**src/rtl/spq_pkg.sv**
```systemverilog
`default_nettype none

package spq_pkg;

    localparam int CAPACITY = 16;
    localparam int DATA_W   = 32;
    localparam int OCC_W    = $clog2(CAPACITY + 1);
    localparam int COUNT_W  = 5;

    localparam logic OP_ENQUEUE = 1'b0;
    localparam logic OP_DEQUEUE = 1'b1;

    typedef enum logic [1:0] {
        STATUS_OK    = 2'd0,
        STATUS_FULL  = 2'd1,
        STATUS_EMPTY = 2'd2
    } status_t;

    typedef struct packed {
        logic                     enq;
        logic                     deq;
        logic signed [DATA_W-1:0] value;
    } cell_ctrl_t;

endpackage

`default_nettype wire

```
**src/rtl/spq_cell.sv**
```systemverilog
`default_nettype none

module spq_cell (
    input  wire logic                             clk,
    input  wire spq_pkg::cell_ctrl_t              ctrl,
    input  wire logic                             in_use,
    input  wire logic signed [spq_pkg::DATA_W-1:0] prev_entry,
    input  wire logic                             prev_le,
    input  wire logic signed [spq_pkg::DATA_W-1:0] next_entry,
    output logic signed [spq_pkg::DATA_W-1:0]      entry,
    output logic                                  le
);

    import spq_pkg::*;

    logic signed [DATA_W-1:0] entry_reg;
    logic signed [DATA_W-1:0] entry_next;

    // insert point lies at or before this cell
    assign le    = !in_use || (entry_reg <= ctrl.value);
    assign entry = entry_reg;

    always_comb
    begin
        entry_next = entry_reg;
        if (ctrl.enq && le)
        begin
            entry_next = prev_le ? prev_entry : ctrl.value;
        end
        else if (ctrl.deq)
        begin
            entry_next = next_entry;
        end
    end

    always_ff @(posedge clk)
    begin
        entry_reg <= entry_next;
    end

endmodule

`default_nettype wire

```
**src/rtl/sorted_priority_queue_unit.sv**
```systemverilog
// Sorted priority queue of up to 16 signed 32-bit words, largest first; among
// equal words the newest leaves first. Each input word is an enqueue or a
// dequeue. One operation is accepted every cycle unless in_stall is high; its
// result is registered and shows in the cycle after acceptance; the store is a
// row of cells that all compare the incoming value against their own entry at
// once and shift by one place, so the cost of an operation does not depend on
// how full the queue is. An enqueue to a full queue or a dequeue from an empty
// one leaves the store as it was and reports the reason in status. Every
// result carries the count and the empty and full flags after the operation.
`default_nettype none

module sorted_priority_queue_unit (
    input  wire logic                              clk,
    input  wire logic                              rst_n,
    input  wire logic                              in_valid,
    output logic                                   in_stall,
    input  wire logic                              operation,
    input  wire logic signed [spq_pkg::DATA_W-1:0] value,
    output logic                                   out_valid,
    input  wire logic                              out_stall,
    output logic signed [spq_pkg::DATA_W-1:0]      out_value,
    output logic [1:0]                             status,
    output logic [spq_pkg::COUNT_W-1:0]            count,
    output logic                                   is_empty,
    output logic                                   is_full
);

    import spq_pkg::*;

    logic                     in_accept;
    logic                     full_now;
    logic                     empty_now;
    cell_ctrl_t               ctrl;
    logic [CAPACITY-1:0]      in_use;
    logic [CAPACITY-1:0]      cell_le;
    logic signed [DATA_W-1:0] cell_entry [CAPACITY];

    logic [OCC_W-1:0]         occ_reg;
    logic [OCC_W-1:0]         occ_next;
    logic                     out_valid_reg;
    logic                     out_valid_next;
    logic signed [DATA_W-1:0] out_value_reg;
    logic signed [DATA_W-1:0] out_value_next;
    status_t                  out_status_reg;
    status_t                  out_status_next;
    logic [OCC_W-1:0]         out_occ_reg;

    assign in_stall  = out_valid_reg && out_stall;
    assign in_accept = in_valid && !in_stall;
    assign full_now  = (occ_reg == OCC_W'(CAPACITY));
    assign empty_now = (occ_reg == '0);

    assign ctrl.enq   = in_accept && (operation == OP_ENQUEUE) && !full_now;
    assign ctrl.deq   = in_accept && (operation == OP_DEQUEUE) && !empty_now;
    assign ctrl.value = value;

    generate
        for (genvar i = 0; i < CAPACITY; i++)
        begin : g_cell
            logic signed [DATA_W-1:0] prev_entry;
            logic                     prev_le;
            logic signed [DATA_W-1:0] next_entry;

            assign in_use[i] = (occ_reg > OCC_W'(i));

            if (i == 0)
            begin : g_head
                assign prev_entry = '0;
                assign prev_le    = 1'b0;
            end
            else
            begin : g_body
                assign prev_entry = cell_entry[i-1];
                assign prev_le    = cell_le[i-1];
            end

            if (i == CAPACITY - 1)
            begin : g_tail
                assign next_entry = cell_entry[i];
            end
            else
            begin : g_mid
                assign next_entry = cell_entry[i+1];
            end

            spq_cell u_cell (
                .clk        (clk),
                .ctrl       (ctrl),
                .in_use     (in_use[i]),
                .prev_entry (prev_entry),
                .prev_le    (prev_le),
                .next_entry (next_entry),
                .entry      (cell_entry[i]),
                .le         (cell_le[i])
            );
        end
    endgenerate

    always_comb
    begin
        occ_next        = occ_reg;
        out_value_next  = '0;
        out_status_next = STATUS_OK;
        if (operation == OP_ENQUEUE)
        begin
            if (full_now)
            begin
                out_status_next = STATUS_FULL;
            end
            else
            begin
                occ_next = occ_reg + OCC_W'(1);
            end
        end
        else
        begin
            if (empty_now)
            begin
                out_status_next = STATUS_EMPTY;
            end
            else
            begin
                occ_next       = occ_reg - OCC_W'(1);
                out_value_next = cell_entry[0];
            end
        end
    end

    always_comb
    begin
        if (in_accept)
        begin
            out_valid_next = 1'b1;
        end
        else
        begin
            out_valid_next = out_valid_reg && out_stall;
        end
    end

    always_ff @(posedge clk or negedge rst_n)
    begin
        if (!rst_n)
        begin
            occ_reg       <= '0;
            out_valid_reg <= 1'b0;
        end
        else
        begin
            out_valid_reg <= out_valid_next;
            if (in_accept)
            begin
                occ_reg <= occ_next;
            end
        end
    end

    always_ff @(posedge clk)
    begin
        if (in_accept)
        begin
            out_value_reg  <= out_value_next;
            out_status_reg <= out_status_next;
            out_occ_reg    <= occ_next;
        end
    end

    assign out_valid = out_valid_reg;
    assign out_value = out_value_reg;
    assign status    = out_status_reg;
    assign count     = COUNT_W'(out_occ_reg);
    assign is_empty  = (out_occ_reg == '0);
    assign is_full   = (out_occ_reg == OCC_W'(CAPACITY));

    assert property (@(posedge clk) disable iff (!rst_n)
        occ_reg <= OCC_W'(CAPACITY))
    else $error("occupancy beyond capacity");

    assert property (@(posedge clk) disable iff (!rst_n)
        ctrl.enq |=> occ_reg == $past(occ_reg) + OCC_W'(1))
    else $error("enqueue did not grow occupancy");

    assert property (@(posedge clk) disable iff (!rst_n)
        in_accept && (operation == OP_DEQUEUE) && empty_now
        |=> out_status_reg == STATUS_EMPTY && occ_reg == '0)
    else $error("empty dequeue not rejected");

    assert property (@(posedge clk) disable iff (!rst_n)
        in_accept && (operation == OP_ENQUEUE) && full_now
        |=> out_status_reg == STATUS_FULL && $stable(occ_reg))
    else $error("full enqueue not rejected");

    assert property (@(posedge clk) disable iff (!rst_n)
        occ_reg >= OCC_W'(2) |-> cell_entry[0] >= cell_entry[1])
    else $error("head entries out of order");

endmodule

`default_nettype wire
```
**config.mk**
```make
export PLATFORM = sky130hd
export DESIGN_NAME = sorted_priority_queue_unit
export DESIGN_NICKNAME = d
export VERILOG_FILES = /design/src/rtl/spq_pkg.sv /design/src/rtl/spq_cell.sv /design/src/rtl/sorted_priority_queue_unit.sv
export SDC_FILE = /design/constraint.sdc
export NUM_CORES = 2
export LEC_CHECK = 0
export ABC_AREA = 1
export BUFFER_PORTS_ARGS = -buffer_cell sky130_fd_sc_hd__buf_2
export CORE_ASPECT_RATIO = 0.5
export CORE_MARGIN = 1.5
export CORE_UTILIZATION = 25
export CTS_BUF_LIST = sky130_fd_sc_hd__clkbuf_4 sky130_fd_sc_hd__clkbuf_8
export CTS_CLUSTER_DIAMETER = 100
export DETAILED_ROUTE_END_ITERATION = 8
export PLACE_DENSITY = 0.51
export SLEW_MARGIN = 20
export SYNTH_ARGS = -nofsm -noshare
export SYNTH_HDL_FRONTEND = slang
export SYNTH_SLANG_ARGS = --single-unit
export TNS_END_PERCENT = 5
```
**constraint.sdc**
```tcl
create_clock -name clk -period 3.4 [get_ports clk]
set_input_delay 0.17 -clock clk [delete_from_list [all_inputs] [get_ports clk]]
set_output_delay 0.17 -clock clk [all_outputs]
set_load 0.005 [all_outputs]
```
==> results.md <==
* Outcome: completed
* HP Start: value[2]
* Final setup fails at 0
* Max Slew Vio Count at 0
* Die Width at 591.6 um
* I/O Pins at 80
* Initial antenna violation count at 1
* Initial Util at 0.2531
* Max Clk Rate at 0.3274 GHz
* Slew margin rel. at 0.4195
* Crit path kind: flop to flop
* Hold WS at between 60 and 70 ps
* Most frequent CP cell: nand2_1
* Non-Filler Instances at 8208
* P per Cell Area at 646.4 nW/um2
* VDD IR max at 0.0003909 V
* Antenna-violating nets left at 0
* Post-synth top flop: edfxtp_1
* CP Buf/Inv Count at 1
* CP top delay family: simple AND/OR/NAND/NOR gates
* Clock transition at the registers of the reported paths at roughly 60 ps
* Ys async rst share at 0.01077
* Die area at about 180000 um2
* Top cells by area, synth: edfxtp_1 38%, nand2_1 25%, ha_1 15%
* CTS buffer count at about 110
* Synth-to-Final Area Change at 13.72%
* Share of cells above drive strength 1 at 0.08704
* DRC violations left at 0
* Clock net sink count at 557
* Fillers at 18731
* Reg2reg start: g_cell[6].u_cell.entry[31]$_DFFE_PP_
* Clk_skew at 49.99 ps
* CTS tree: done
* Critical path peak fanout at 32
* Final cycle utilization of the critical path at 0.8983
* DRT Pass-1 Iters at 5
* Leakage at 23.86 nW
* Post-CTS setup buffer count at 0
* Clk root buf: clkbuf_8
* Max reg flops at 512
* Cell Chain, Critical Path: ha_1 > nand2_1 > nor2_1 > nand2_1 > nor2_1 > nand2_1 > nand2_1 > nand2_2 > nand3_2 > nand2_4 > nand2_1 > buf_4
* Placer Congestion at 0.8416
* Row count at about 110
* Slowest CP cell: ha_1
* Min Tclk post-route at 3054 ps
* Detail Placement HPWL at 110.6 mm
* Skew-Pair Late Insertion Delay at 830 ps
* Core area at approximately 170000 um2
* DR WL/cell at 17.52 um
* Top-area cell type share of the netlist area at 0.3821
* Mapped Avg Cell Area at 7.555 um2
* Arrival time worst endpoint at about 3500 ps
* Startpoint Class: flop
* Total Wirelength at about 140 mm
* GRT Residual Overflow at 0
* DRC marker count from the first detailed-route iteration at 2459
* Worst reg2reg setup slack at 350 ps
* Min-delay worst type: input pin to flop
* Vias in the first global route at 37568
* Crit end category: flop
* Post-synth cell types at between 40 and 50
* Global-route wire length before repair at 223.2 mm
* Fin nets at around 6400
* Inst Count DP at roughly 8000
* Mapped cell area at 43300 um2
* Number of synthesized flops with an enable pin at 551
* Actual transition at the worst max-transition pin at 870.7 ps
* Die Span Y at 297.3 um
* Leading area contributor after synthesis: edfxtp_1
* Unrepaired setup endpoints after global routing: no
* CP startpoint: g_cell[6].u_cell.entry[31]$_DFFE_PP_
* Syn Nets at about 6300
* Largest net degree at the start of global routing at 50
* Req. time, crit path at just under 4000 ps
* DR vias at roughly 38000
* Clock Path Buffers at 3
* Synth warn at 0
* Final number of hold-violating endpoints at 0
* Post_cts resized at 0
* Vias per std cell at between 4 and 5
* Max Cap Viol at 0
* H-Tree Depth at 3
* #FFs+latches synth at roughly 560
* Post-synthesis sequential area ratio at 0.3856
* Setup TNS at 0 ps
* All-layer global routing usage at 0.1608
* Post-Syn Instances at 5731
* IO Port Bufs at 79
* CP peak stage delay at 500 ps
==> cell families (layout without fill, tap and decap cells) <==
| group | Yosys count | after routing | synth area share |
|---|---|---|---|
| AND/OR/NAND/NOR | 3687 | 3687 | 0.3566 |
| adder cells (fa/ha/maj) | 517 | 517 | 0.1494 |
| AO/OA/AOI/OAI | 408 | 408 | 0.05141 |
| other | 0 | 2 | 0 |
| buffers and inverters | 557 | 743 | 0.05594 |
| flip-flops | 557 | 557 | 0.3856 |
| XOR/XNOR | 5 | 5 | 0.001012 |
==> what timing repair did <==
item                                   4_1_cts  5_1_grt
endpoints found under the hold margin       78        0
hold buffers                                34        0
setup endpoints to repair                    0        0
==> power breakdown <==
| part | switching, mW | internal [mW] | leakage (nW) | total [mW] |
|---|---|---|---|---|
| Clock | 3.29 | 3.35 | 1.06 | 6.65 |
| Combinational | 9.49 | 4.60 | 17.5 | 14.1 |
| Sequential | 1.34 | 9.75 | 5.28 | 11.1 |
==> worst paths after layout <==
check	endpoint	cells after the start
max reg2reg	g_cell[6].u_cell.entry[19]$_DFFE_PP_	12
min	g_cell[0].u_cell.entry[2]$_DFFE_PP_	4
max	g_cell[6].u_cell.entry[19]$_DFFE_PP_	12
max in group asynchronous	out_valid$_DFF_PN0_	3
min reg2reg	g_cell[14].u_cell.entry[19]$_DFFE_PP_	2
min in group asynchronous	occ_reg[2]$_DFFE_PN0P_	3
==> worst min-delay path: stages <==
cell and delay [ps]:
buf_2 90, inv_1 150, buf_4 230, o21ai_1 130
==> cell usage after synthesis, types with 2 or more instances <==
library cell	number
buf_1	26
a21o_1	16
inv_4	2
o21ai_1	65
nand4_1	479
buf_2	113
buf_6	9
nor3_1	4
a21boi_2	3
o21ai_0	48
nand3b_1	2
inv_1	228
a21oi_1	228
nand3_4	4
nor2_1	203
edfxtp_1	551
a21oi_2	7
a31oi_1	4
inv_2	21
nand2_1	2909
nand3_2	23
nand2_4	10
xnor2_1	2
nand2_2	18
dfrtp_1	6
ha_1	517
nand3_1	31
buf_4	28
clkbuf_1	127
xor2_1	3
o21a_1	31
==> per-layer routing <==
layer / track usage / routed length [um]
met4: 0.05374 / 4835
met2: 0.2595 / 63410
met1: 0.2203 / 69020
met5: 0 / 0
met3: 0.02162 / 6506
==> metrics by stage <==
| stage | total power [mW] | cell area [um2] | worst slack (ps) | util |
|---|---|---|---|---|
| 4_1_cts | 32.01 | 49230 | 330.5 | 0.2878 |
| 2_1_floorplan | 20.72 | 43310 | 58.46 | - |
| 3_5_place_dp | 25.25 | 46890 | 324.2 | 0.2740 |
| 5_1_grt | 34.43 | 49240 | 121.8 | 0.2878 |
| 3_3_place_gp | 25.17 | 46890 | 309.5 | 0.2740 |
| 6_report | 31.83 | 49240 | 345.9 | 0.2878 |
==> final cells by class <==
class,instances,area [um2],share of cell area
repair buffers,297,2505,0.05087
clock inverters,56,294.0,0.005971
clock buffers,138,1712,0.03476
flip-flops and latches,557,16700,0.3391
inverters,252,950.9,0.01931
multi-input cells,4617,24210,0.4917
well taps,2289,2864,0.05816
diodes,2,5.005,0.0001016
==> layout by cell type (no fill, tap or decap), types with 3 or more instances in the layout <==
| master | count |
|---|---|
| a21boi_2 | 3 |
| a21o_1 | 16 |
| a21oi_1 | 226 |
| a21oi_2 | 9 |
| a31oi_1 | 3 |
| buf_12 | 31 |
| buf_2 | 79 |
| buf_4 | 153 |
| clkbuf_4 | 30 |
| clkbuf_8 | 108 |
| clkinv_1 | 39 |
| clkinv_2 | 11 |
| dfrtp_1 | 6 |
| dlygate4sd3_1 | 34 |
| edfxtp_1 | 551 |
| ha_1 | 517 |
| inv_1 | 228 |
| inv_2 | 21 |
| inv_6 | 3 |
| nand2_1 | 2908 |
| nand2_2 | 19 |
| nand2_4 | 10 |
| nand3_1 | 31 |
| nand3_2 | 23 |
| nand3_4 | 4 |
| nand4_1 | 479 |
| nor2_1 | 202 |
| nor3_1 | 4 |
| o21a_1 | 31 |
| o21ai_0 | 48 |
| o21ai_1 | 65 |
| xor2_1 | 3 |
(Power assumes the default switching activity.)
